File: config.mk
export PLATFORM = sky130hd
export DESIGN_NAME = cknn_rank
export DESIGN_NICKNAME = d
export VERILOG_FILES = /design/src/hw/rtl/assert_macros.svh /design/src/hw/rtl/cknn_pkg.sv /design/src/hw/rtl/cknn_rank.sv
export SDC_FILE = /design/constraint.sdc
export NUM_CORES = 1
export LEC_CHECK = 0
export BUFFER_PORTS_ARGS = -buffer_cell sky130_fd_sc_hd__buf_2
export CORE_AREA = 5 5 247 249
export CTS_CLUSTER_DIAMETER = 100
export DETAILED_ROUTE_END_ITERATION = 8
export DIE_AREA = 0 0 252 254
export MAX_ROUTING_LAYER = met4
export PLACE_DENSITY = 0.61
export SLEW_MARGIN = 15
export SYNTH_ARGS = -nofsm -noshare
export SYNTH_HDL_FRONTEND = slang
export SYNTH_SLANG_ARGS = --single-unit
File: constraint.sdc
create_clock -name clk_i -period 4.9 [get_ports clk_i]
set_input_delay 0.98 -clock clk_i [delete_from_list [all_inputs] [get_ports clk_i]]
set_output_delay 0.98 -clock clk_i [all_outputs]
set_load 0.02 [all_outputs]
File: src/hw/rtl/assert_macros.svh
// Assertion macros shared by the RTL of the neighbour search core.
// Clocked on clk_i, disabled while rst_ni is low.
`ifndef ASSERT_MACROS_SVH
`define ASSERT_MACROS_SVH
`define ASSERT_IMPL(lbl, ante, cons) \
  lbl: assert property (@(posedge clk_i) disable iff (!rst_ni) (ante) |-> (cons)) \
    else $error("implication check failed");
`define ASSERT_NEXT(lbl, ante, cons) \
  lbl: assert property (@(posedge clk_i) disable iff (!rst_ni) (ante) |=> (cons)) \
    else $error("next-cycle check failed");
`endif

File: src/hw/rtl/cknn_pkg.sv
// Package of the cosine neighbour search core: defaults, register map, shared types.
// No dependencies.
package cknn_pkg;
  localparam int unsigned DefNumRows      = 256;
  localparam int unsigned DefNumColumns   = 256;
  localparam int unsigned DefMaxNeighbours = 16;
  localparam int unsigned SimW   = 17;
  localparam int unsigned RateW  = 4;
  localparam logic [SimW-1:0] SimOne = 17'h10000;

  localparam logic [1:0] REG_NCOUNT = 2'd0;
  localparam logic [1:0] REG_THRESH = 2'd1;
  localparam logic [1:0] REG_AXIS   = 2'd2;

  typedef struct packed {
    logic            done;
    logic            zero;
    logic [SimW-1:0] sim;
  } cknn_sd_res_t;
endpackage

File: src/hw/rtl/cknn_rank.sv
// Sorted top-k list of neighbours with registered insertion and an indexed read.
// Depends on cknn_pkg.
module cknn_rank import cknn_pkg::*; #(
  parameter int unsigned MN = 16
) (
  input  logic                        clk_i,
  input  logic                        rst_ni,
  input  logic                        clr_i,
  input  logic                        ins_i,
  input  logic [7:0]                  idx_i,
  input  logic [SimW-1:0]             score_i,
  input  logic [$clog2(MN+1)-1:0]     k_i,
  input  logic [((MN>1)?$clog2(MN):1)-1:0] rd_i,
  output logic [7:0]                  rd_idx_o,
  output logic [SimW-1:0]             rd_score_o,
  output logic [$clog2(MN+1)-1:0]     cnt_o
);
  localparam int unsigned KW = $clog2(MN + 1);

  logic [7:0]      idx_q [MN];
  logic [SimW-1:0] sc_q  [MN];
  logic [7:0]      idx_d [MN];
  logic [SimW-1:0] sc_d  [MN];
  logic [MN-1:0]   ge;
  logic            ok;
  logic [KW-1:0]   cnt_q, cnt_d;

  always_comb begin
    ok = 1'b0;
    for (int i = 0; i < MN; i++) begin
      ge[i] = (32'(i) < 32'(cnt_q)) && (sc_q[i] >= score_i);
      if ((32'(i) < 32'(k_i)) && !ge[i]) begin
        ok = 1'b1;
      end
    end
    for (int i = 0; i < MN; i++) begin
      idx_d[i] = idx_q[i];
      sc_d[i]  = sc_q[i];
      if (ins_i && ok && !ge[i]) begin
        if (i == 0) begin
          idx_d[i] = idx_i;
          sc_d[i]  = score_i;
        end else if (ge[i-1]) begin
          idx_d[i] = idx_i;
          sc_d[i]  = score_i;
        end else begin
          idx_d[i] = idx_q[i-1];
          sc_d[i]  = sc_q[i-1];
        end
      end
    end
    cnt_d = cnt_q;
    if (clr_i) begin
      cnt_d = '0;
    end else if (ins_i && ok && (cnt_q < k_i)) begin
      cnt_d = cnt_q + KW'(1);
    end
  end

  always_ff @(posedge clk_i or negedge rst_ni) begin
    if (!rst_ni) begin
      cnt_q <= '0;
    end else begin
      cnt_q <= cnt_d;
    end
  end

  always_ff @(posedge clk_i) begin
    for (int i = 0; i < MN; i++) begin
      idx_q[i] <= idx_d[i];
      sc_q[i]  <= sc_d[i];
    end
  end

  assign rd_idx_o   = idx_q[rd_i];
  assign rd_score_o = sc_q[rd_i];
  assign cnt_o      = cnt_q;
endmodule

Yosys cells after proc, flatten, opt, wreduce, memory -nomap -nowiden
Memories as Yosys holds them, arrays and structs flattened. Index checks and enable logic that the tools add are counted.

$add $sub $neg: 1. $lt $le $gt $ge: 49. Equality and inequality tests: 1. Mux-type cells: 80. Reduce and logical (&&, ||, !) cells: 67.

Operators by type and width (count): $mux 17 (31); $ge 17x17->1 (16); $mux 8 (31); $lt 4x5->1 const A (16); $logic_and 1x1->1 (50); $lt 3x5->1 const A (8); $lt 1x5->1 const A (4); $lt 2x5->1 const A (4); $logic_not 1->1 (16); $mux 1 (16); $mux 5 (2); $add 5x1->5 const B (1); $lt 5x5->1 (1); $reduce_bool 2->1 (1); $ne 1x1->1 const B (1).

Register bits after elaboration: 5. Memory bits (writable): 400. Bits of input ports: 38. Output and inout port bits: 30. Word-level logic and storage cells: 201. Memories kept: 2.

Memory list: sc_q (depth 16, width 17, read ports 17, clocked after memory_dff 0, wr ports 16, RTL line cknn_rank.sv:21) `logic [SimW-1:0] sc_q [MN];`; idx_q (depth 16, width 8, read ports 16, clocked after memory_dff 0, wr ports 16, RTL line cknn_rank.sv:20) `logic [7:0] idx_q [MN];`.

Logic depth before layout (Yosys ltp)
Gate-level depths: netlist (run 1).

Word-level depth: 24. Mapped depth: 15.

Worst setup path before layout (run 1)
Ideal clock, no wire load.

Kind: in2reg. From: input port score_i[8]. To: memory idx_q[5][0], enable pin. Arrival time: 4.829 ns. Required time: 4.490 ns. Path slack: -0.339 ns. Stages: 10. Buffers on the path: 2. Path through: clkbuf_1 inv_1 ha_1 and4_1 and3_1 a2111oi_0 a211oi_1 o32ai_1 clkbuf_1 nor2b_1.

RTL lines: start, declared (RTL line cknn_rank.sv:11) `input logic [SimW-1:0] score_i,`; end, declared (RTL line cknn_rank.sv:20).

==> flow_summary_export.csv, run 1 <==
group,metric,value,unit
placed_design,dp_hpwl,72700,microns
job,cap_violations,0,
power,p_clk_share,35.6,%
power,comb_power_share,19.4,%
cells_and_area,final_util,52.9,%
cts,clock_latency,0.60,ns
route,drc_errors,0,
route,first_pass_iters,5,
global_routing,grt_use_total,31.3,%
timing,grt_setup_unrepaired,"no",
global_routing,grt_max_degree,43,
route,drt_iter0_drc,2587,
timing,finalCriticalPeriod,4.79,ns
worst_setup_path,reg2reg_slack,0.11,ns
die,core_area,0.0585,sq mm
power,seqPwrFrac,45.0,%
cts,cts_sinks,405,
power,power,9630,uW
route,vias,19800,
placed_design,portBuffers,67,
worst_setup_path,slowest_delay,0.98,ns
die,dieHeight,254,microns
worst_setup_path,setup.worst_path.end_class,"register",
worst_setup_path,worst_path_max_delay_cell,"nor2_2",
worst_setup_path,r2r_end,"idx_q[11][4]",
synthesis,synth_top_area_share,46.3,%
synthesis,syn-cell-area,0.0260,sq mm
cells_and_area,n_fill_cell,4890,
placed_design,dp.cells,2963,
worst_setup_path,cp.required,5.10,ns
synthesis,ys_async_sr_fraction,1.23,%
timing,slew_viol_final,0,
synthesis,yosysUniqueCellTypes,65,
worst_setup_path,worstRegToRegCells,14,
die,start_util,44.4,%
outcome,status,"completed",
worst_setup_path,crit_cells,14,
worst_setup_path,cp_data_arrival_time,4.99,ns
cells_and_area,drive_gt1_share,35.9,%
timing,fin_crit_sh,97.8,%
cts,numCtsBuffers,48,
worst_setup_path,crit_chain,"inv_1 -> ha_1 -> nor2b_1 -> o21ai_0 -> buf_4 -> a2111oi_0 -> buf_4 -> o21ai_0 -> a211oi_1 -> nor4_1 -> nand4_1 -> o41ai_4 -> buf_12 -> nor2_2",
die,ios,68,
worst_setup_path,cp_num_buf_inv,4,
cells_and_area,area_growth_syn_to_layout,19.1,%
synthesis,syn_nets,2298,
cells_and_area,final_common_cell,"edfxtp_1",
power,power_density,311,mW/mm^2
synthesis,netlist_instances,1983,
global_routing,grt_pass1_vias,19300,
cts,tritoncts,"built",
cells_and_area,most-common-layout-cells,"edfxtp_1, ha_1, mux2_2",
power,p_leak,0.0122,uW
power,ir_drop,275,uV
cts,path_clk_slew,0.06,ns
placed_design,place_congestion,1.05,
worst_setup_path,critPathLaunchType,"register",
global_routing,grt-ovfl-total,0,
route,wirelength,101000,microns
worst_setup_path,path_max_fanout,14,
worst_setup_path,rr_startpoint,"sc_q[6][0]",
timing,fmax,0.209,GHz
cells_and_area,final_cells,3065,
die,num_rows,89,
route,wl_per_cell,33.0,microns
cts,cts.path.max_buffers,3,
timing,fin_skew,0.0181,ns
power,p_sw,2750,uW
synthesis,synth_seq_area_share,46.7,%
global_routing,antenna_found_initial,9,
synthesis,ys_top_cells_by_area,"edfxtp_1, ha_1, mux2_2, mux4_2, o21ai_0",
route,viasPerCell,6.46,
power,swShare,28.6,%
synthesis,ys_ff_latch,405,
timing,finalSetupViolations,0,
die,dieArea,0.0640,sq mm
synthesis,yosys_warnings,0,
worst_setup_path,cp-startpoint,"sc_q[6][0]",
timing,worst_pin_slew,1.31,ns
cts,cts-root-buf,"clkbuf_16",
worst_setup_path,endpoint,"idx_q[11][4]",
synthesis,yosysTopAreaCell,"edfxtp_1",
worst_hold_path,hp-class,"in2async",
timing,finalHoldViolCount,0,
synthesis,ys.flop_type,"edfxtp_1",
cells_and_area,nets,2564,
global_routing,grt_pass1_wl,141000,microns
synthesis,synth_edf_count,400,
cts,htree_levels,2,
synthesis,syn-mean-instance-area,13.1,sq um
power,p_int,6870,uW
cts,ctsHoldBuffers,0,
die,die_w,252,microns
worst_setup_path,cpLargestDelayFamily,"simple AND/OR/NAND/NOR gates",
route,drtAntennaViolNets,0,
worst_setup_path,worstSetupPathType,"reg2reg",
timing,maxSlewHeadroom,12.9,%
worst reg2reg max path, cell delays in order (launching register included):
cell and delay [ns]:
edfxtp_1 0.45, inv_1 0.18, ha_1 0.26, nor2b_1 0.27, o21ai_0 0.14, buf_4 0.18
a2111oi_0 0.36, buf_4 0.22, o21ai_0 0.17, a211oi_1 0.52, nor4_1 0.15, nand4_1 0.17
o41ai_4 0.14, buf_12 0.20, nor2_2 0.98
sequential cells by signal (all words and copies together), names as in the netlist:
| signal | count |
|---|---|
| idx_q | 128 |
| cnt_o | 5 |
| sc_q | 272 |
synth_stat cells (all sizes together), types with 3 or more instances:
cell type	n
edfxtp	400
ha	277
mux2	264
nand2	195
o21ai	161
mux4	125
a21oi	100
clkbuf	82
nor2	55
inv	44
nand4	33
buf	29
nand3	26
nor2b	23
a21o	16
nand2b	11
nor3	11
nor4	11
a211oi	10
a31oi	10
and3	8
and4	8
a2111oi	6
o21a	6
dfrtp	5
o211ai	5
o31ai	5
a211o	4
and2	4
o21bai	4
o32ai	4
o41ai	4
or3	4
a21boi	3
a41oi	3
o2111ai	3
cell type report:
cell class              instances  area (sq um)  area share, %
multi-input cells            1432         13600           44.0
flip-flops and latches        405         12100           39.2
repair buffers                318          2590           8.38
clock buffers                  62          1270           4.12
well taps                     773           967           3.13
clock inverters                23           179          0.579
inverters                      44           165          0.534
diodes                          8          20.0         0.0647
through the flow:
step | hold WS [ns] | setup TNS, ns | area (sq um) | setup WS, ns
finish | 0.215 | 0 | 30900 | 0.109
global route | 0.210 | 0 | 30900 | 0.0608
CTS | 0.196 | 0 | 30800 | 0.126
detailed placement | 0.548 | -158.34 | 29300 | -0.648
global placement | 0.539 | -187.10 | 29300 | -0.659
floorplan | 0.505 | -91.08 | 26000 | -0.296
power groups by stage:
stage | combinational, uW | sequential [uW] | clock (uW)
6_report | 1870 | 4330 | 3430
5_1_grt | 1990 | 4340 | 3600
3_3_place_gp | 1780 | 4390 | 0
3_5_place_dp | 1800 | 4390 | 0
4_1_cts | 1820 | 4320 | 3460
2_1_floorplan | 1030 | 4280 | 0
routing by layer:
layer / global-route usage [%] / part of all wire, % / up-vias
li1: - / - / 8411
met1: 42.2 / 40 / 10100
met2: 48.1 / 45 / 1103
met3: 5.62 / 10 / 203
met4: 11.1 / 4.5 / 0
met5: - / 0 / -
kinds of logic after synthesis:
family          Yosys count  synth area share, %
flops                   405                 46.7
buf+inv                 155                 2.30
compound gates          362                 8.22
mux                     390                 22.3
fa+ha+maj               277                 13.3
simple gates            394                 7.05
worst min path at each step:
| stage | end | from | slack, ns | cells past startpoint |
|---|---|---|---|---|
| finish | cnt_o[2] | rst_ni | 0.22 | 1 |
| global route | cnt_o[0] | rst_ni | 0.21 | 1 |
| CTS | cnt_o[2] | rst_ni | 0.20 | 1 |
| detailed placement | idx_q[5][0] | idx_q[4][0] | 0.55 | 2 |
| global placement | idx_q[5][3] | idx_q[4][3] | 0.54 | 2 |
| floorplan | idx_q[5][0] | idx_q[4][0] | 0.50 | 2 |
what timing repair did:
item / 4_1_cts / 5_1_grt
endpoints found under the setup margin: 25 / 225
pin swaps: 1 / 2
gates resized for setup: 2 / 8
cloned: 1 / 8
setup buffers: 0 / 0
No activity file was read; power rests on OpenSTA's default activity.
==> run 2: changes to the inputs <==
--- a/config.mk
+++ b/config.mk
@@ -6,12 +6,12 @@
 export NUM_CORES = 1
 export LEC_CHECK = 0
 export BUFFER_PORTS_ARGS = -buffer_cell sky130_fd_sc_hd__buf_2
-export CORE_AREA = 5 5 247 249
+export CORE_AREA = 5 5 218 220
 export CTS_CLUSTER_DIAMETER = 100
 export DETAILED_ROUTE_END_ITERATION = 8
-export DIE_AREA = 0 0 252 254
+export DIE_AREA = 0 0 223 225
 export MAX_ROUTING_LAYER = met4
-export PLACE_DENSITY = 0.61
+export PLACE_DENSITY = 0.78
 export SLEW_MARGIN = 15
 export SYNTH_ARGS = -nofsm -noshare
 export SYNTH_HDL_FRONTEND = slang
==> constraint.sdc (replaced) <==
create_clock -name clk_i -period 4.1 [get_ports clk_i]
set_input_delay 0.82 -clock clk_i [delete_from_list [all_inputs] [get_ports clk_i]]
set_output_delay 0.82 -clock clk_i [all_outputs]
set_load 0.02 [all_outputs]
==> flow_summary_export.csv, run 2 (same netlist as run 1, synthesis figures left out) <==
group,metric,value,unit
die,dieHeight,225,microns
worst_setup_path,rr_startpoint,"sc_q[4][5]",
die,start_util,57.6,%
worst_setup_path,cpLargestDelayFamily,"buffers and inverters",
route,wirelength,86700,microns
power,p_int,8560,uW
worst_setup_path,setup.worst_path.end_class,"register",
worst_setup_path,slowest_delay,0.48,ns
power,comb_power_share,19.0,%
route,drtAntennaViolNets,0,
route,first_pass_iters,5,
route,drc_errors,0,
worst_setup_path,cp_num_buf_inv,8,
timing,fin_skew,0.0344,ns
cts,tritoncts,"built",
cts,clock_latency,0.60,ns
power,power_density,377,mW/mm^2
cts,htree_levels,2,
cts,ctsHoldBuffers,0,
cells_and_area,postLayoutCellArea,0.0314,sq mm
power,power,11800,uW
die,dieArea,0.0502,sq mm
worst_setup_path,crit_chain,"buf_2 -> clkinvlp_4 -> buf_4 -> ha_1 -> nand4_1 -> buf_4 -> a21oi_1 -> nand3_1 -> o211ai_1 -> o2111a_1 -> o22ai_1 -> buf_4 -> o41ai_4 -> buf_12 -> buf_4 -> nor2_4 -> buf_12",
cells_and_area,area_growth_syn_to_layout,20.8,%
route,wl_per_cell,30.1,microns
worst_setup_path,cp_data_arrival_time,4.44,ns
timing,worst_pin_slew,0.988,ns
global_routing,grt_max_degree,44,
cts,cts_sinks,405,
global_routing,grt_pass1_vias,19200,
global_routing,grt-ovfl-total,0,
timing,grt_setup_unrepaired,"yes",
timing,finalCriticalPeriod,4.12,ns
power,seqPwrFrac,43.7,%
timing,maxSlewHeadroom,34.1,%
global_routing,grt_pass1_wl,126000,microns
die,die_w,223,microns
global_routing,antenna_found_initial,7,
timing,fmax,0.243,GHz
timing,setup_slack,-0.0224,ns
placed_design,place_congestion,1.03,
power,swShare,27.6,%
cells_and_area,drive_gt1_share,38.4,%
cells_and_area,top_register,"sc_q",
power,ir_drop,366,uV
power,p_sw,3270,uW
cells_and_area,largest_reg_flops,272,
die,num_rows,78,
cts,cts-root-buf,"clkbuf_16",
cells_and_area,ff_latch_area,0.0121,sq mm
job,cap_violations,0,
worst_setup_path,worstSetupPathType,"in2reg",
cells_and_area,final_common_cell,"edfxtp_1",
outcome,status,"complete, but fails checks",
timing,slew_viol_final,0,
cts,cts.path.max_buffers,3,
placed_design,portBuffers,67,
timing,finalSetupViolations,19,
cells_and_area,nets,2560,
die,core_area,0.0451,sq mm
worst_setup_path,worst_path_max_delay_cell,"o211ai_1",
timing,finalHoldViolCount,0,
cells_and_area,n_fill_cell,3128,
cts,numCtsBuffers,46,
timing,whs,0.0475,ns
cts,path_clk_slew,0.06,ns
worst_setup_path,critPathLaunchType,"input port",
worst_setup_path,cp.required,4.41,ns
route,vias,19600,
worst_setup_path,cpMostUsedCell,"buf_4",
worst_setup_path,worstRegToRegCells,12,
worst_setup_path,path_max_fanout,18,
global_routing,grt_use_total,34.6,%
worst_hold_path,hp-class,"in2async",
cells_and_area,multi_input_area,0.0140,sq mm
worst_setup_path,r2r_end,"sc_q[15][6]",
power,p_leak,0.0122,uW
cells_and_area,most-common-layout-cells,"edfxtp_1, mux2_2, ha_1",
timing,fin_crit_sh,101,%
die,ios,68,
outcome,violations,"setup timing",
route,drt_iter0_drc,2399,
route,viasPerCell,6.79,
placed_design,dp_hpwl,63700,microns
power,p_clk_share,37.3,%
placed_design,placed_area,0.0296,sq mm
worst_setup_path,reg2reg_slack,0.21,ns
placed_design,pre_cts_slack,-0.757,ns
-- run 2: changes by cell type in the layout (fill, tap and decap cells not counted), moves of 4 or more --
cell | before | now
inv_1 | 44 | 29
bufinv_16 | 2 | 9
a21oi_2 | 1 | 5
o21ai_1 | 0 | 4
clkinv_1 | 6 | 10
clkinvlp_4 | 1 | 17
clkbuf_1 | 13 | 9
o21ai_0 | 159 | 155
ha_4 | 0 | 33
clkinv_2 | 12 | 5
ha_1 | 277 | 243
buf_4 | 223 | 216
-- run 2: worst max path at each step --
stage	start	slack, ns	endpoint	cells after the start
final	score_i[10]	-0.02	sc_q[14][9]	17
after global routing	score_i[6]	-0.05	sc_q[15][6]	15
after CTS	score_i[1]	0.006	sc_q[2][9]	14
after detailed placement	score_i[6]	-0.76	sc_q[0][9]	15
after global placement	score_i[6]	-0.74	sc_q[1][7]	15
after floorplan	score_i[7]	-0.15	idx_q[0][0]	14
-- run 2: per-stage QoR --
step                      util, %  instances  TNS (ns)
after CTS                    69.3       2874         0
after detailed placement     65.7       2787   -251.20
final                        69.5       2886    -0.179
after global routing         69.5       2886     -1.07
after floorplan                 -       1983    -36.61
after global placement       65.7       2787   -245.40
-- run 2: area by class of cell --
class                      instances  area share (%)
timing repair buffer             316            8.36
tap                              600            2.39
clock inverter                    29            1.22
multi-input combinational       1431            44.8
inverter                          44           0.706
sequential                       405            38.7
clock buffer                      55            3.78
timing repair inverter             1          0.0160
antenna                            5          0.0399
-- run 2: metal layers --
layer / GRT usage, % / wire length [microns]
met2: 51.4 / 39500
met5: - / 0
met4: 11.3 / 3310
met1: 47.4 / 34100
met3: 8.82 / 9850
-- run 2: repair_timing --
| action | in CTS | in global routing |
|---|---|---|
| setup endpoints to repair | 235 | 315 |
| endpoints found under the hold margin | 0 | 0 |
| pin swaps | 4 | 6 |
| cloned | 3 | 6 |
| resized for setup | 7 | 15 |
| setup buffers | 0 | 1 |
-- run 2: power by group through the flow --
stage | Combinational (uW) | Clock, uW | Sequential, uW
2_1_floorplan | 1290 | 0 | 5120
3_3_place_gp | 2090 | 0 | 5220
3_5_place_dp | 2160 | 0 | 5230
4_1_cts | 2190 | 4430 | 5150
5_1_grt | 2410 | 4620 | 5180
6_report | 2250 | 4410 | 5170
-- run 2: worst reg2reg max path: cells and delay by family (launching register included) --
family | cells | cell delay (ns)
compound gates | 6 | 1.33
simple gates | 3 | 1.06
flops | 1 | 0.47
fa+ha+maj | 1 | 0.32
buf+inv | 2 | 0.32
