<file path="src/hw/rtl/assert_macros.svh">
// Assertion macros shared by the RTL of the neighbour search core.
// Clocked on clk_i, disabled while rst_ni is low.
`ifndef ASSERT_MACROS_SVH
`define ASSERT_MACROS_SVH
`define ASSERT_IMPL(lbl, ante, cons) \
  lbl: assert property (@(posedge clk_i) disable iff (!rst_ni) (ante) |-> (cons)) \
    else $error("implication check failed");
`define ASSERT_NEXT(lbl, ante, cons) \
  lbl: assert property (@(posedge clk_i) disable iff (!rst_ni) (ante) |=> (cons)) \
    else $error("next-cycle check failed");
`endif

</file>
<file path="src/hw/rtl/cknn_pkg.sv">
// Package of the cosine neighbour search core: defaults, register map, shared types.
// No dependencies.
package cknn_pkg;
  localparam int unsigned DefNumRows      = 256;
  localparam int unsigned DefNumColumns   = 256;
  localparam int unsigned DefMaxNeighbours = 16;
  localparam int unsigned SimW   = 17;
  localparam int unsigned RateW  = 4;
  localparam logic [SimW-1:0] SimOne = 17'h10000;

  localparam logic [1:0] REG_NCOUNT = 2'd0;
  localparam logic [1:0] REG_THRESH = 2'd1;
  localparam logic [1:0] REG_AXIS   = 2'd2;

  typedef struct packed {
    logic            done;
    logic            zero;
    logic [SimW-1:0] sim;
  } cknn_sd_res_t;
endpackage

</file>
<file path="src/hw/rtl/cknn_sqdiv.sv">
// Shared iterative unit: integer square root, then restoring divide, one step a cycle.
// Depends on cknn_pkg.
module cknn_sqdiv import cknn_pkg::*; #(
  parameter int unsigned NW = 20
) (
  input  logic            clk_i,
  input  logic            rst_ni,
  input  logic            start_i,
  input  logic [2*NW-1:0] prod_i,
  input  logic [NW-1:0]   dot_i,
  output cknn_sd_res_t    res_o
);
  localparam int unsigned QW = NW + 16;
  localparam int unsigned XW = 2 * NW + 1;
  localparam int unsigned CTW = $clog2(QW + 1);

  typedef enum logic [2:0] {
    SD_IDLE = 3'b001,
    SD_ROOT = 3'b010,
    SD_DIV  = 3'b100
  } sd_state_e;

  sd_state_e        st_q, st_d;
  logic [CTW-1:0]   cnt_q, cnt_d;
  logic [XW-1:0]    v_q, v_d, r_q, r_d, b_q, b_d;
  logic [QW-1:0]    num_q, num_d, quo_q, quo_d;
  logic [NW:0]      rem_q, rem_d;
  logic             done_q, done_d;
  logic [XW-1:0]    rb;
  logic [NW+1:0]    r2;
  logic [NW-1:0]    root;

  assign rb   = r_q + b_q;
  assign root = r_q[NW-1:0];
  assign r2   = {rem_q, num_q[QW-1]};

  always_comb begin
    st_d   = st_q;
    cnt_d  = cnt_q;
    v_d    = v_q;
    r_d    = r_q;
    b_d    = b_q;
    num_d  = num_q;
    quo_d  = quo_q;
    rem_d  = rem_q;
    done_d = 1'b0;
    case (st_q)
      SD_IDLE: begin
        if (start_i) begin
          v_d   = XW'(prod_i);
          r_d   = '0;
          b_d   = XW'(1) << (2 * NW - 2);
          num_d = {dot_i, 16'h0000};
          quo_d = '0;
          rem_d = '0;
          cnt_d = CTW'(NW);
          st_d  = SD_ROOT;
        end
      end
      SD_ROOT: begin
        if (v_q >= rb) begin
          v_d = v_q - rb;
          r_d = (r_q >> 1) + b_q;
        end else begin
          r_d = r_q >> 1;
        end
        b_d   = b_q >> 2;
        cnt_d = cnt_q - CTW'(1);
        if (cnt_q == CTW'(1)) begin
          cnt_d = CTW'(QW);
          st_d  = (r_d == '0) ? SD_IDLE : SD_DIV;
          done_d = (r_d == '0);
        end
      end
      SD_DIV: begin
        num_d = num_q << 1;
        if (r2 >= (NW+2)'(root)) begin
          rem_d = (NW+1)'(r2 - (NW+2)'(root));
          quo_d = {quo_q[QW-2:0], 1'b1};
        end else begin
          rem_d = r2[NW:0];
          quo_d = {quo_q[QW-2:0], 1'b0};
        end
        cnt_d = cnt_q - CTW'(1);
        if (cnt_q == CTW'(1)) begin
          st_d   = SD_IDLE;
          done_d = 1'b1;
        end
      end
      default: st_d = SD_IDLE;
    endcase
  end

  always_ff @(posedge clk_i or negedge rst_ni) begin
    if (!rst_ni) begin
      st_q   <= SD_IDLE;
      done_q <= 1'b0;
    end else begin
      st_q   <= st_d;
      done_q <= done_d;
    end
  end

  always_ff @(posedge clk_i) begin
    cnt_q <= cnt_d;
    v_q   <= v_d;
    r_q   <= r_d;
    b_q   <= b_d;
    num_q <= num_d;
    quo_q <= quo_d;
    rem_q <= rem_d;
  end

  always_comb begin
    res_o.done = done_q;
    res_o.zero = (r_q == '0);
    res_o.sim  = (quo_q > QW'(SimOne)) ? SimOne : quo_q[SimW-1:0];
  end
endmodule

</file>
<file path="config.mk">
export PLATFORM = sky130hd
export DESIGN_NAME = cknn_sqdiv
export DESIGN_NICKNAME = d
export VERILOG_FILES = /design/src/hw/rtl/assert_macros.svh /design/src/hw/rtl/cknn_pkg.sv /design/src/hw/rtl/cknn_sqdiv.sv
export SDC_FILE = /design/constraint.sdc
export NUM_CORES = 1
export LEC_CHECK = 0
export ABC_CLOCK_PERIOD_IN_PS = 21000
export BUFFER_PORTS_ARGS = -buffer_cell sky130_fd_sc_hd__buf_2
export CORE_MARGIN = 2
export CORE_UTILIZATION = 50
export DETAILED_ROUTE_END_ITERATION = 7
export PLACE_DENSITY = 0.73
export SYNTH_ARGS = -nofsm -noshare
export SYNTH_HDL_FRONTEND = slang
export SYNTH_SLANG_ARGS = --single-unit
</file>
<file path="constraint.sdc">
create_clock -name clk_i -period 21 [get_ports clk_i]
set_clock_uncertainty 0.1 [all_clocks]
set_input_delay 2.1 -clock clk_i [delete_from_list [all_inputs] [get_ports clk_i]]
set_output_delay 2.1 -clock clk_i [all_outputs]
set_load 0.02 [all_outputs]
</file>
# Word-level counts from Yosys, hierarchy flattened
# Cells that the tools add are included.
# totals
out_inout_bits,19
in_bits,63
elab_cells,64
regBits,226
# op_classes
n_lt_le_gt_ge,3
n_eq_ne,8
n_reduce_logical,10
n_mux,29
add_sub_neg,5
# op_table
operator,n
two-way mux 41 bit,6
one-hot mux 41 bit (2 select lines),3
one-hot mux 36 bit (2 select lines),2
logical NOT 41 bit,2
two-way mux 36 bit,2
two-way mux 21 bit,2
one-hot mux 21 bit (2 select lines),1
adder 40 x 41 -> 41 bit,1
adder 41 bit,1
>= comparator 41 bit,1
subtractor 41 bit,1
"> comparator 36 x 17 -> 1 bit, second input constant",1
>= comparator 22 x 20 -> 1 bit,1
subtractor 21 x 20 -> 21 bit,1
one-hot mux 6 bit (3 select lines),1
two-way mux 17 bit,1
two-way mux 3 bit,4
two-way mux 6 bit,2
one-hot mux 3 bit (3 select lines),1
"inequality test 2 bit, second input constant",4
"equality test 6 x 1 -> 1 bit, second input constant",1
AND reduction 2 bit,3
AND reduction 3 bit,2
"subtractor 6 x 1 -> 6 bit, second input constant",1
7 further kinds,10

# Longest topological paths before layout
# Gate-level depths: netlist (run 1).
# logic_depth
word_depth,8
ltp_mapped,27
ltp_nobuf,26

# Least setup slack after synthesis (run 1)
# No wires, ideal clock.
# synth_path
path_type,reg2reg
start,reg r_q[2]
end,reg v_q[0] (enable)
setup_slack_ns,13.956
required_ns,20.461
stages_incl_launch_ff,23
synth_period_minus_slack_ns,7.044
arrival_ns,6.505
setup_time_ns,0.439
path_buffers,2
path_cell_list,edfxtp_1 ha_1 a31oi_1 o21bai_1 a31oi_1 o31ai_1 a21boi_1 o21bai_1 a31oi_2 o211ai_1 a41oi_1 nor4_1 nor3_1 xor2_1 ha_1 clkbuf_1 nand4_1 nor4_1 o21ai_1 nand2_1 clkbuf_1 a21oi_1 nor2_1
# synth_via
elab_chain_len,4
# synth_rtl
item,line,rtl
start: declaration,cknn_sqdiv.sv:25,"logic [XW-1:0] v_q, v_d, r_q, r_d, b_q, b_d;"
start signal: assignment,cknn_sqdiv.sv:107,r_q <= r_d;
adder 41 bit,cknn_sqdiv.sv:33,assign rb = r_q + b_q;
>= comparator 41 bit,cknn_sqdiv.sv:61,if (v_q >= rb) begin
inequality test 2 bit (no source line),n/a,
AND reduction 3 bit (no source line),n/a,
end signal: assignment,cknn_sqdiv.sv:106,v_q <= v_d;
end: declaration,cknn_sqdiv.sv:25,
# No other way between the ends.
# A chain may end at the register's enable or synchronous reset.

# Worst setup path in the final report (run 1)
# layout_path
start,reg r_q[2]
end,reg st_q[2]
# layout_via
elab_chain_len,8
word_cells_on_any_way,9
classes_between,add/sub: 2; order compare: 1; mux: 5; reduce/logical: 1
# layout_rtl
item,line,rtl
adder 41 bit,cknn_sqdiv.sv:33,
>= comparator 41 bit,cknn_sqdiv.sv:61,
two-way mux 41 bit *,cknn_sqdiv.sv:61,
two-way mux 41 bit *,cknn_sqdiv.sv:47,case (st_q)
logical NOT 41 bit *,cknn_sqdiv.sv:71,st_d = (r_d == '0) ? SD_IDLE : SD_DIV;
two-way mux 3 bit *,cknn_sqdiv.sv:71,
two-way mux 3 bit *,cknn_sqdiv.sv:69,if (cnt_q == CTW'(1)) begin
one-hot mux 3 bit (3 select lines) *,cknn_sqdiv.sv:47,
end signal: assignment,cknn_sqdiv.sv:99,st_q <= st_d;
end: declaration,cknn_sqdiv.sv:23,"sd_state_e st_q, st_d;"
# Mark *: on every way between the ends. The rest lies on a longest branch, timed or not. The select of a mux whose other input is x is not followed.

==> results.txt, run 1 <==
- The die is between 150 and 200 um wide.
- Across the run, the number of max-cap violations was 0.
- Layout cells sized above 1: 0.101
- Along the worst path, the maximum fanout reaches 27.
- After clock tree synthesis, the flow added hold-fix buffers numbering 0.
* Clock tree from TritonCTS: built
- Fin crit period: around 7.3 ns
- The die is about 170 um tall.
* Final hold viol count: 0
* Area grow syn2layout: 9.40%
- Summed over all cells, the static leakage comes to 0.00634 uW.
- Antenna violations before repair: 0
- The initial utilization of the core area, before any placement, comes to 0.505.
* Most common cell in the netlist: nand2_1
* Sequential fraction of the synthesis area: 0.392
- Routability-driven placement finished with a final weighted congestion of between 1 and 1.5.
- Dividing total power by cell area gives a power density of around 190 nW/um^2.
- Slew Limit Fails: 0
* Maximum number of pins on one net before global-route repair: 78
* Gate count of the mapped netlist: 1578
- For the pin with the worst max-slew slack, the measured transition is between 1 and 1.5 ns.
* TritonCTS buffer count: 17
- Via count of the first global-routing pass: 11600
* Clock tree sinks: roughly 190
- Clock Tree Buf Depth: 2
- Worst-case headroom to the max-slew limit: 0.294
- Number of buffers inserted to repair setup after CTS: 0
- Detailed-route DRC error count: 0
- After synthesis the cells add up to 14400 um^2.
* Post-layout nets: between 1500 and 2000
- The min-delay analysis places its worst path in the category flop to flop.
* Count of cells along the worst hold path: 2
- Final Setup Violations: 0
- After clock tree synthesis, the clock-pin slew on the worst setup and hold paths is 0.09 ns.
- Max frequency: roughly 140 MHz
* Vias post-DR: 12200
- Remaining global-route overflow: 0
- The floorplan has between 60 and 70 rows.
- Placed Instance Area: between 15000 and 20000 um^2
* Die area: approximately 30000 um^2
- Gates resized during post-CTS repair numbered 0.
- The share of total power dissipated in the clock network is 0.118.
* Run status: finished clean
* Routed Wire Length: 38.3 mm
* Fraction of power consumed by sequential logic: 0.247
- Sw Ratio: 0.499
* Core outline area: around 29000 um^2
* Psw: between 1000 and 1500 uW
- Counting flops with a built-in enable in the synthesized netlist gives approximately 190.
- Post-synthesis cell type with the largest combined area: edfxtp_1
- Data required, critical path: 21.26 ns
- Count of routing violations after the opening detailed-route iteration: 1212
- Across every metal layer, demand over resource in global routing totals 0.254.
- N_diodes: 0
- CTS placed an instance of clkbuf_16 at the clock tree root.
- In this run, synthesis produced a sequential element count of approximately 190.
- Setup repair after global routing left no endpoint under its margin.
* Worst-skew pair later-pin latency: 0.47 ns
- In the synthesized netlist the dominant register cell turns out to be edfxtp_1.
- Internal power: roughly 1500 uW
* Detailed placer's ending HPWL: 28.1 mm
* Peak supply drop: about 0.00011 V
- Synthesis produced a netlist with a net count of 1748.
- Share of synthesized flip-flops with an asynchronous set or reset: 0.0212
- Number of iterations in the first detailed-routing pass: 7
- Final standard cell area without fillers: about 16000 um^2
- H-tree levels: 4
- Average routed wire per standard cell: 19.0 um
* Share of the synthesized area in the top cell type: 0.385
- Using the TritonRoute via totals, the vias-per-cell ratio works out to between 6 and 7.
- IO Port Bufs: 81
- Synth warn: 0
* Global-route wire length before repair: between 60 and 70 mm
- After routing, the total negative slack on setup checks comes to 0 ns.
- Of the available clock period, the critical path in the final layout requires 0.347.
- Mapped Avg Cell Area: just over 9 um^2
- I/O Pins: between 80 and 90
- Count of cell types in the netlist: 82
* Crit. End Element: flop
* Remaining number of nets flagged by the antenna check after routing: 0
- Of the total power, combinational logic draws 0.636.
- The critical path is of the flop to flop type.
- CP startpoint kind: flop
- Ranking of synthesized cells by area: edfxtp_1 (39%), ha_1 (9.1%), nand2_1 (5.1%)
* Data arrival time of the worst path: between 7 and 8 ns
* Reg2Reg Depth: 25
- Leading cell types by count after synthesis: nand2_1 (197), edfxtp_1 (185), nor2_1 (153), ha_1 (105), o21ai_0 (94)
-- routing by layer --
layer  wire (um)  part of all wire  track usage
met4        1500             0.039        0.118
met5           0                 0            0
met1       17000              0.44        0.347
met2       17300              0.45        0.397
met3        2430             0.063       0.0406
-- cells by family after synthesis --
family	synth area share
AO/OA/AOI/OAI	0.183
adder cells (fa/ha/maj)	0.0939
XOR/XNOR	0.0833
buffers and inverters	0.0306
AND/OR/NAND/NOR	0.203
multiplexers	0.0140
flip-flops	0.392
-- cell type report --
cell class                 count  area, um^2
fill                        2634       12800
multi-input combinational   1276        8350
sequential                   189        5660
timing repair buffer          91         480
tap                          384         480
clock buffer                  17         425
clock inverter                15         209
inverter                      43         163
-- sequential cells by signal, indices dropped and copies added, names as in the netlist --
| name | flops |
|---|---|
| st_q | 3 |
| num_q | 20 |
| v_q | 41 |
| cnt_q | 6 |
| rem_q | 21 |
| quo_q | 36 |
| done_q | 1 |
| r_q | 41 |
| b_q | 20 |
-- power groups by stage --
stage                     clock network, uW  logic, uW  registers, uW
final                                   350       1890            733
after global routing                    372       2090            744
after CTS                               357       1870            726
after detailed placement                  0       1850            731
after global placement                    0       1820            730
after floorplan                           0       1480            661
-- cells in the final DEF (no fill, tap or decap), types with 41 or more instances in the layout --
cell	n
edfxtp_1	185
a31oi_1	41
ha_1	105
nand2_1	197
buf_2	81
inv_1	42
and2_1	43
xor2_1	54
xnor2_1	83
a21o_1	41
a21oi_1	85
nor2_1	149
o21ai_0	94
-- worst paths after layout --
path	from	end	slack (ns)
worst max-delay path	r_q[2]$_SDFFCE_PN0P_	st_q[2]$_DFFE_PN0P_	13.70
worst min-delay path	num_q[18]$_DFFE_PP_	num_q[19]$_DFFE_PP_	0.42
worst max register to register	r_q[2]$_SDFFCE_PN0P_	st_q[2]$_DFFE_PN0P_	13.70
worst min register to register	num_q[18]$_DFFE_PP_	num_q[19]$_DFFE_PP_	0.42
max in group asynchronous	rst_ni	st_q[0]$_DFFE_PN1P_	19.26
min in group asynchronous	rst_ni	st_q[1]$_DFFE_PN0P_	1.32
-- worst max-delay path, stage by stage (launching register included) --
cell	delay [ns]
edfxtp_1	0.51
ha_1	0.38
a31oi_1	0.14
o21bai_1	0.25
a31oi_1	0.22
o31ai_1	0.52
a21boi_1	0.19
o21bai_1	0.27
a31oi_2	0.18
o211ai_1	0.28
a41oi_1	0.25
o21bai_1	0.29
a31oi_1	0.13
xor2_1	0.16
ha_1	0.24
a21o_1	0.17
a21o_1	0.17
a21oi_1	0.17
o21ai_0	0.13
nor2_1	0.40
nand2_1	0.70
nor3_1	0.38
o22ai_1	0.19
nor4_2	0.36
nand2_1	0.16
a22o_1	0.23
-- per-stage QoR --
step                worst slack (ns)   util  instances  total power, uW  hold slack, ns
finish                         13.70  0.552       2015             2970           0.419
global route                   13.10  0.552       2015             3210           0.447
floorplan                      13.96      -       1578             2140           0.384
CTS                            13.83  0.552       2015             2950           0.427
detailed placement             13.85  0.530       1983             2580           0.403
global placement               14.20  0.530       1983             2550           0.391
Note: power is estimated with default switching activity, not from simulation.
==> run 2, diff against run 1 <==
--- a/config.mk
+++ b/config.mk
@@ -5,12 +5,12 @@
 export SDC_FILE = /design/constraint.sdc
 export NUM_CORES = 1
 export LEC_CHECK = 0
-export ABC_CLOCK_PERIOD_IN_PS = 21000
+export ABC_CLOCK_PERIOD_IN_PS = 5840
 export BUFFER_PORTS_ARGS = -buffer_cell sky130_fd_sc_hd__buf_2
 export CORE_MARGIN = 2
 export CORE_UTILIZATION = 50
 export DETAILED_ROUTE_END_ITERATION = 7
-export PLACE_DENSITY = 0.73
+export PLACE_DENSITY = 0.76
 export SYNTH_ARGS = -nofsm -noshare
 export SYNTH_HDL_FRONTEND = slang
 export SYNTH_SLANG_ARGS = --single-unit
==> constraint.sdc (replaced) <==
create_clock -name clk_i -period 5.84 [get_ports clk_i]
set_clock_uncertainty 0.1 [all_clocks]
set_input_delay 0.584 -clock clk_i [delete_from_list [all_inputs] [get_ports clk_i]]
set_output_delay 0.584 -clock clk_i [all_outputs]
set_load 0.02 [all_outputs]
==> results.txt, run 2 (same netlist as run 1, synthesis figures left out) <==
* Largest regs: r_q: 41 flops, v_q: 41 flops, quo_q: 36 flops
- Chip height: 174 um (unchanged)
- TritonCTS built the clock tree.
- The worst setup margin came to 0.228 ns (-13.48 ns).
- H-tree levels: 4 (unchanged)
- The number of buffers inserted during clock tree synthesis is 17 (unchanged).
- IO Port Bufs: 81 (unchanged)
- Highest-count cells in the layout ignoring fill and taps: nand2_1 (197), edfxtp_1 (185), nor2_1 (149), ha_1 (101), o21ai_0 (86)
- Master of the slowest instance on the critical path: edfxtp_1
* Max frequency: 178 MHz (+30%)
- In this run the critical register-to-register path is captured at st_q[2]$_DFFE_PN0P_.
- Layout cells sized above 1: 0.159 (+0.0585)
* I/O Pins: 82 (unchanged)
- Global-route wire length before repair: 60.9 mm (-0.56%)
* CP startpoint kind: flop
- The cell family contributing the most delay on the critical path is compound AO/OA/AOI/OAI gates.
- The time the final worst path needs with I/O delays and setup is 5.61 ns (-1.68 ns).
* Endpoint of the worst setup timing path: st_q[2]$_DFFE_PN0P_
- The final cell count without fillers came to 2094 (+3.9%).
- Die area: 30200 um^2 (unchanged)
- Total global routing track utilization: 0.252 (-0.00240)
* Core Rows: 62 (unchanged)
- Startpoint of the worst-slack reg-to-reg timing path: b_q[2]$_SDFFCE_PN0P_
- Worst setup path startpoint: b_q[2]$_SDFFCE_PN0P_
* Run status: finished clean
- CTS placed an instance of clkbuf_16 at the clock tree root.
* Clock-pin slew on the worst setup and hold paths: 0.08 ns (about the same)
- N_diodes: 0 (unchanged)
* DR vias/cell: 5.97 (-1.1%)
* Area grow syn2layout: 15.5%
- The number of buffers and inverters on the critical path was 3 (+3).
- The horizontal die dimension was 174 um (unchanged).
- The required time reported for the critical path endpoint came to 6.09 ns (-15.17 ns).
- The number of maximum-capacitance violations came to 0 (unchanged).
- GPL Wtd Cong: 0.967 (-3.7%)
* Crit path max fanout: 5 (-81%)
- The leftover overflow at the end of global routing was 0 (unchanged).
* Worst hold-check path type: primary input to flop
* Final hold viol count: 0 (unchanged)
* Final Setup Violations: 0 (unchanged)
- The post-detailed-placement half-perimeter wirelength was 28.7 mm (+2.1%).
- The summed negative setup slack over all endpoints came to 0 ns (unchanged).
- Crit. End Element: flop
* Number of iterations in the first detailed-routing pass: 6 (-1)
- Slew Limit Fails: 0 (unchanged)
* Data arrival time of the worst path: 5.87 ns (-1.69 ns)
- The post-detailed-route wirelength per cell came to 18.5 um (-2.6%).
- The ratio of final minimum period to clock period came to 0.961 (+0.614).
- Critical path depth in cells: 26 (+4.0%)
- The largest stage delay on the critical path came to 0.45 ns (-0.25 ns).
- Routed Wire Length: 38.7 mm (+1.2%)
- The placement-stage worst setup slack was -0.288 ns (-14.14 ns).
- Clock tree sinks: 189 (unchanged)
- The via count of the first global-routing pass is 11900 (+2.3%).
- The initial standard-cell utilization of the core came to 0.505 (unchanged).
* Setup slack on the worst flop-to-flop path: 0.23 ns (-13.48 ns)
* Core outline area: 28500 um^2 (unchanged)
- Clock Tree Buf Depth: 2 (unchanged)
* Remaining number of nets flagged by the antenna check after routing: 0 (unchanged)
* Post-layout nets: 1867 (+4.4%)
- The maximum number of pins on one net before global-route repair came to 73 (-6.4%).
- The cell area after layout came to 16600 um^2 (+5.6%).
- The actual slew at the worst max-slew pin came to 1.03 ns (-0.0252 ns).
* Worst-case headroom to the max-slew limit: 0.312 (+0.0182)
- Type of the worst setup path: flop to flop
- The total via count in the routed design came to 12500 (+2.8%).
* Reg2Reg Depth: 26 (+4.0%)
* Antenna violations before repair: 1 (+1)
- Detailed-route DRC error count: 0 (unchanged)
- Leaving out fill and tap cells, the most frequent cell in the layout is nand2_1.
- The clock latency reported for the late side of the worst-skew pair came to 0.46 ns (about the same).
* Count of routing violations after the opening detailed-route iteration: 1231 (+1.6%)
* Placed Instance Area: 15700 um^2 (+3.4%)
- Cells after DPL: 2049 (+3.3%)
[run 2: cell count changes in the layout (fill, tap and decap cells not counted), sizes merged]
cell         change
dlygate4sd3      +1
clkinvlp         +2
inv              -7
clkinv           +5
clkbuf           +1
buf             +77
[run 2: area by class of cell]
cell class                      instances  area (um^2)
Clock buffer                           17          425
Clock inverter                         15          176
Fill cell                            2516        11900
Inverter                               43          163
Multi-Input combinational cell       1276         8620
Sequential cell                       189         5660
Tap cell                              384          480
Timing Repair Buffer                  170         1120
[run 2: worst min-delay path by stage]
stage / startpoint / to / slack, ns / cells after the start
2_1_floorplan: rst_ni / done_q$_DFF_PN0_ / 0.19 / 0
4_1_cts: dot_i[13] / num_q[29]$_DFFE_PP_ / 0.27 / 3
3_3_place_gp: rst_ni / st_q[1]$_DFFE_PN0P_ / 0.30 / 1
5_1_grt: dot_i[0] / num_q[16]$_SDFFCE_PP0P_ / 0.28 / 2
3_5_place_dp: rst_ni / st_q[1]$_DFFE_PN0P_ / 0.30 / 1
6_report: dot_i[6] / num_q[22]$_DFFE_PP_ / 0.28 / 3
[run 2: stage by stage]
step	hold slack, ns	utilization
CTS	0.268	0.573
global route	0.280	0.583
finish	0.282	0.583
floorplan	0.188	-
global placement	0.301	0.548
detailed placement	0.302	0.548
[run 2: per-layer routing]
layer | wire, um | global-route usage
met1 | 17100 | 0.326
met2 | 18000 | 0.415
met3 | 2160 | 0.0410
met4 | 1560 | 0.115
met5 | 13 | 0
[run 2: tightest hold or removal path: stages]
cell and delay, ns:
buf_2 0.07, nand2_1 0.04, nand2_1 0.05
[run 2: timing repair]
item / 4_1_cts / 5_1_grt
cloned: 0 / 1
hold buffers: 1 / 0
buffers inserted: 7 / 5
setup endpoints to repair: 47 / 71
endpoints found under the hold margin: 4 / 0
resized for setup: 11 / 41
pin swaps: 11 / 37
Power of run 2 is not shown: default switching activity piles up to over one toggle a cycle in this logic, so the estimate is an artifact.
==> run 3, diff against run 2 <==
--- a/config.mk
+++ b/config.mk
@@ -7,10 +7,12 @@
 export LEC_CHECK = 0
 export ABC_CLOCK_PERIOD_IN_PS = 5840
 export BUFFER_PORTS_ARGS = -buffer_cell sky130_fd_sc_hd__buf_2
+export CELL_PAD_IN_SITES_DETAIL_PLACEMENT = 1
+export CELL_PAD_IN_SITES_GLOBAL_PLACEMENT = 2
 export CORE_MARGIN = 2
-export CORE_UTILIZATION = 50
+export CORE_UTILIZATION = 36
 export DETAILED_ROUTE_END_ITERATION = 7
-export PLACE_DENSITY = 0.76
+export PLACE_DENSITY = 0.84
 export SYNTH_ARGS = -nofsm -noshare
 export SYNTH_HDL_FRONTEND = slang
 export SYNTH_SLANG_ARGS = --single-unit
==> results.txt, run 3 (same netlist as run 1, synthesis figures left out) <==
* Met3 track demand over resource: 0.0470 (+0.00603)
- Post-layout nets: 1905 (+2.0%)
- The run finished with clean final reports.
- The largest stage delay on the critical path is 0.42 ns (-0.03 ns).
- The area used by sequential logic in the layout was 5660 um^2 (unchanged).
- The number of maximum-capacitance violations was 0 (unchanged).
- Filler Cell Count: 4618 (+84%)
* Delay-heaviest family, CP: compound AO/OA/AOI/OAI gates
- TritonCTS buffer count: 17 (unchanged)
* Global-route met1 utilization: 0.274 (-0.0522)
* Detailed-route DRC error count: 0 (unchanged)
* Average routed wire per standard cell: 19.7 um (+6.5%)
- The global routing stage identified its most utilized layer as met2.
- N_diodes: 0 (unchanged)
- The met2 track utilization from global routing is 0.366 (-0.0482).
- Crit. End Element: flop
* P_leak: about 0.0070 uW
* Antenna violations before repair: 0 (-1)
* Die area: 41700 um^2 (+38%)
- The highest achievable clock rate is 176 MHz (-1.2%).
* Total global routing track utilization: 0.218 (-0.0334)
- Detailed placer's ending HPWL: 33.9 mm (+18%)
- The clock latency reported for the late side of the worst-skew pair was 0.48 ns (+0.02 ns).
- The largest registers in the layout are r_q: 41 flops, v_q: 41 flops, quo_q: 36 flops.
- TritonCTS built the clock tree.
* Crit path max fanout: 6 (+1)
- Layout cells sized above 1: 0.182 (+0.0229)
- The critical path arrival was 5.95 ns (+0.08 ns).
- Master of the slowest instance on the critical path: edfxtp_1
* I/O Pins: 82 (unchanged)
- Dividing total power by cell area gives a power density of between 600 and 700 nW/um^2.
- Worst-margin pin slew: 1.15 ns (+0.121 ns)
- Remaining number of nets flagged by the antenna check after routing: 0 (unchanged)
* Worst-case headroom to the max-slew limit: 0.230 (-0.0819)
- Type of the worst setup path: flop to flop
* Combined area of the multi-input logic cells: 8690 um^2 (+0.80%)
* Via count of the first global-routing pass: 13100 (+10%)
* Routed Wire Length: 44.8 mm (+16%)
- CP startpoint kind: flop
* GPL Wtd Cong: 0.886 (-8.3%)
- The initial standard-cell utilization of the core is 0.364 (-0.141).
- Number of iterations in the first detailed-routing pass: 5 (-1)
- The CTS clock-pin slew for the worst setup and hold paths is 0.08 ns (about the same).
- Vias post-DR: 12600 (+0.54%)
- Master cell of the clock root buffer: clkbuf_16
* Slew Limit Fails: 0 (unchanged)
- The vertical extent of the die is 204 um (+17%).
- Area grow syn2layout: 19.0%
* Core outline area: 39600 um^2 (+39%)
- The first-pass GRT wire length is 71.3 mm (+17%).
- The number of buffers and inverters on the critical path was 5 (+2).
* Core Rows: 73 (+18%)
- The time the final worst path needs with I/O delays and setup is 5.68 ns (+0.0692 ns).
- The design draws around 12000 uW.
* Core utilization of the finished layout: 0.433 (-0.150)
- The final hold violation count is 0 (unchanged).
- The leftover overflow at the end of global routing was 0 (unchanged).
- The maximum number of pins on one net before global-route repair is 78 (+6.8%).
- Counting stages on the worst path, the most repeated cell is buf_4.
* Placed Instance Area: 16100 um^2 (+2.7%)
- Peak supply drop: about 0.00026 V
* Count of routing violations after the opening detailed-route iteration: 610 (-50%)
* IO Port Bufs: 81 (unchanged)
- The cell area after layout came to 17200 um^2 (+3.1%).
- Clock Tree Buf Depth: 2 (unchanged)
* Setup TNS Final: 0 ns (unchanged)
- The worst hold path belongs to the class primary input to flop.
- Clock tree sinks: 189 (unchanged)
* Filler-free cell count of the finished design: 2273 (+8.5%)
- The count of final setup violators was 0 (unchanged).
* Cells after DPL: 2222 (+8.4%)
* Portion of the clock cycle consumed by the worst path in the final layout: 0.973 (+0.0118)
* Die outline width: 204 um (+17%)
* Commonest non-fill, non-tap cell in the layout: nand2_1
- DR vias/cell: 5.53 (-7.4%)
- H-tree levels: 4 (unchanged)
- The required time reported for the critical path endpoint came to 6.11 ns (+0.02 ns).
- Highest-count cells in the layout ignoring fill and taps: nand2_1 (196), edfxtp_1 (185), nor2_1 (147), buf_4 (121), ha_1 (101)
-- run 3: changes by cell type in the layout (fill, tap and decap cells not counted), sizes merged --
cell,previous run,this run
clkinv,9,4
clkinvlp,2,1
buf,168,207
inv,47,52
clkbuf,18,17
bufinv,0,1
-- run 3: timing repair --
action,in CTS,in global routing
setup endpoints to repair,22,81
pin swaps,11,42
setup buffers,5,15
hold endpoints to repair,4,0
resized for setup,18,50
hold buffers,1,0
-- run 3: final cells by class --
cell class / count / area share
multi-input cells: 1276 / 0.506
flip-flops and latches: 189 / 0.330
repair buffers: 208 / 0.0815
well taps: 525 / 0.0383
clock buffers: 17 / 0.0248
clock inverters: 15 / 0.00984
inverters: 43 / 0.00955
-- run 3: per-layer routing --
layer / wire length, um / up-vias
li1: - / 6135
met1: 20000 / 6147
met2: 21900 / 215
met3: 1700 / 64
met4: 1230 / 0
met5: 0 / -
-- run 3: worst paths after layout --
| kind | slack (ns) | from | endpoint | depth (start not counted) |
|---|---|---|---|---|
| max in group asynchronous | 5.08 | rst_ni | st_q[0]$_DFFE_PN1P_ | 2 |
| setup / recovery | 0.16 | r_q[10]$_SDFFCE_PN0P_ | st_q[2]$_DFFE_PN0P_ | 29 |
| hold / removal | 0.27 | dot_i[10] | num_q[26]$_DFFE_PP_ | 3 |
| setup reg to reg | 0.16 | r_q[10]$_SDFFCE_PN0P_ | st_q[2]$_DFFE_PN0P_ | 29 |
| min in group asynchronous | 0.34 | rst_ni | st_q[1]$_DFFE_PN0P_ | 2 |
| hold reg to reg | 0.42 | num_q[18]$_DFFE_PP_ | num_q[19]$_DFFE_PP_ | 2 |
-- run 3: stage by stage --
stage	setup slack (ns)	hold slack, ns
floorplan	0.00322	0.188
global placement	-0.130	0.304
detailed placement	-0.295	0.307
CTS	0.00926	0.249
global route	-0.143	0.270
finish	0.159	0.270
-- run 3: worst min-delay path, cell delays in order --
cell	delay, ns
buf_2	0.07
nand2_1	0.04
nand2_1	0.05
-- run 3: report_power, final --
part / leakage (uW) / switching [uW] / internal [uW] / total [uW]
Clock: 0.000289 / 613 / 611 / 1220
Combinational: 0.00485 / 4810 / 3440 / 8250
Sequential: 0.00183 / 383 / 2110 / 2500
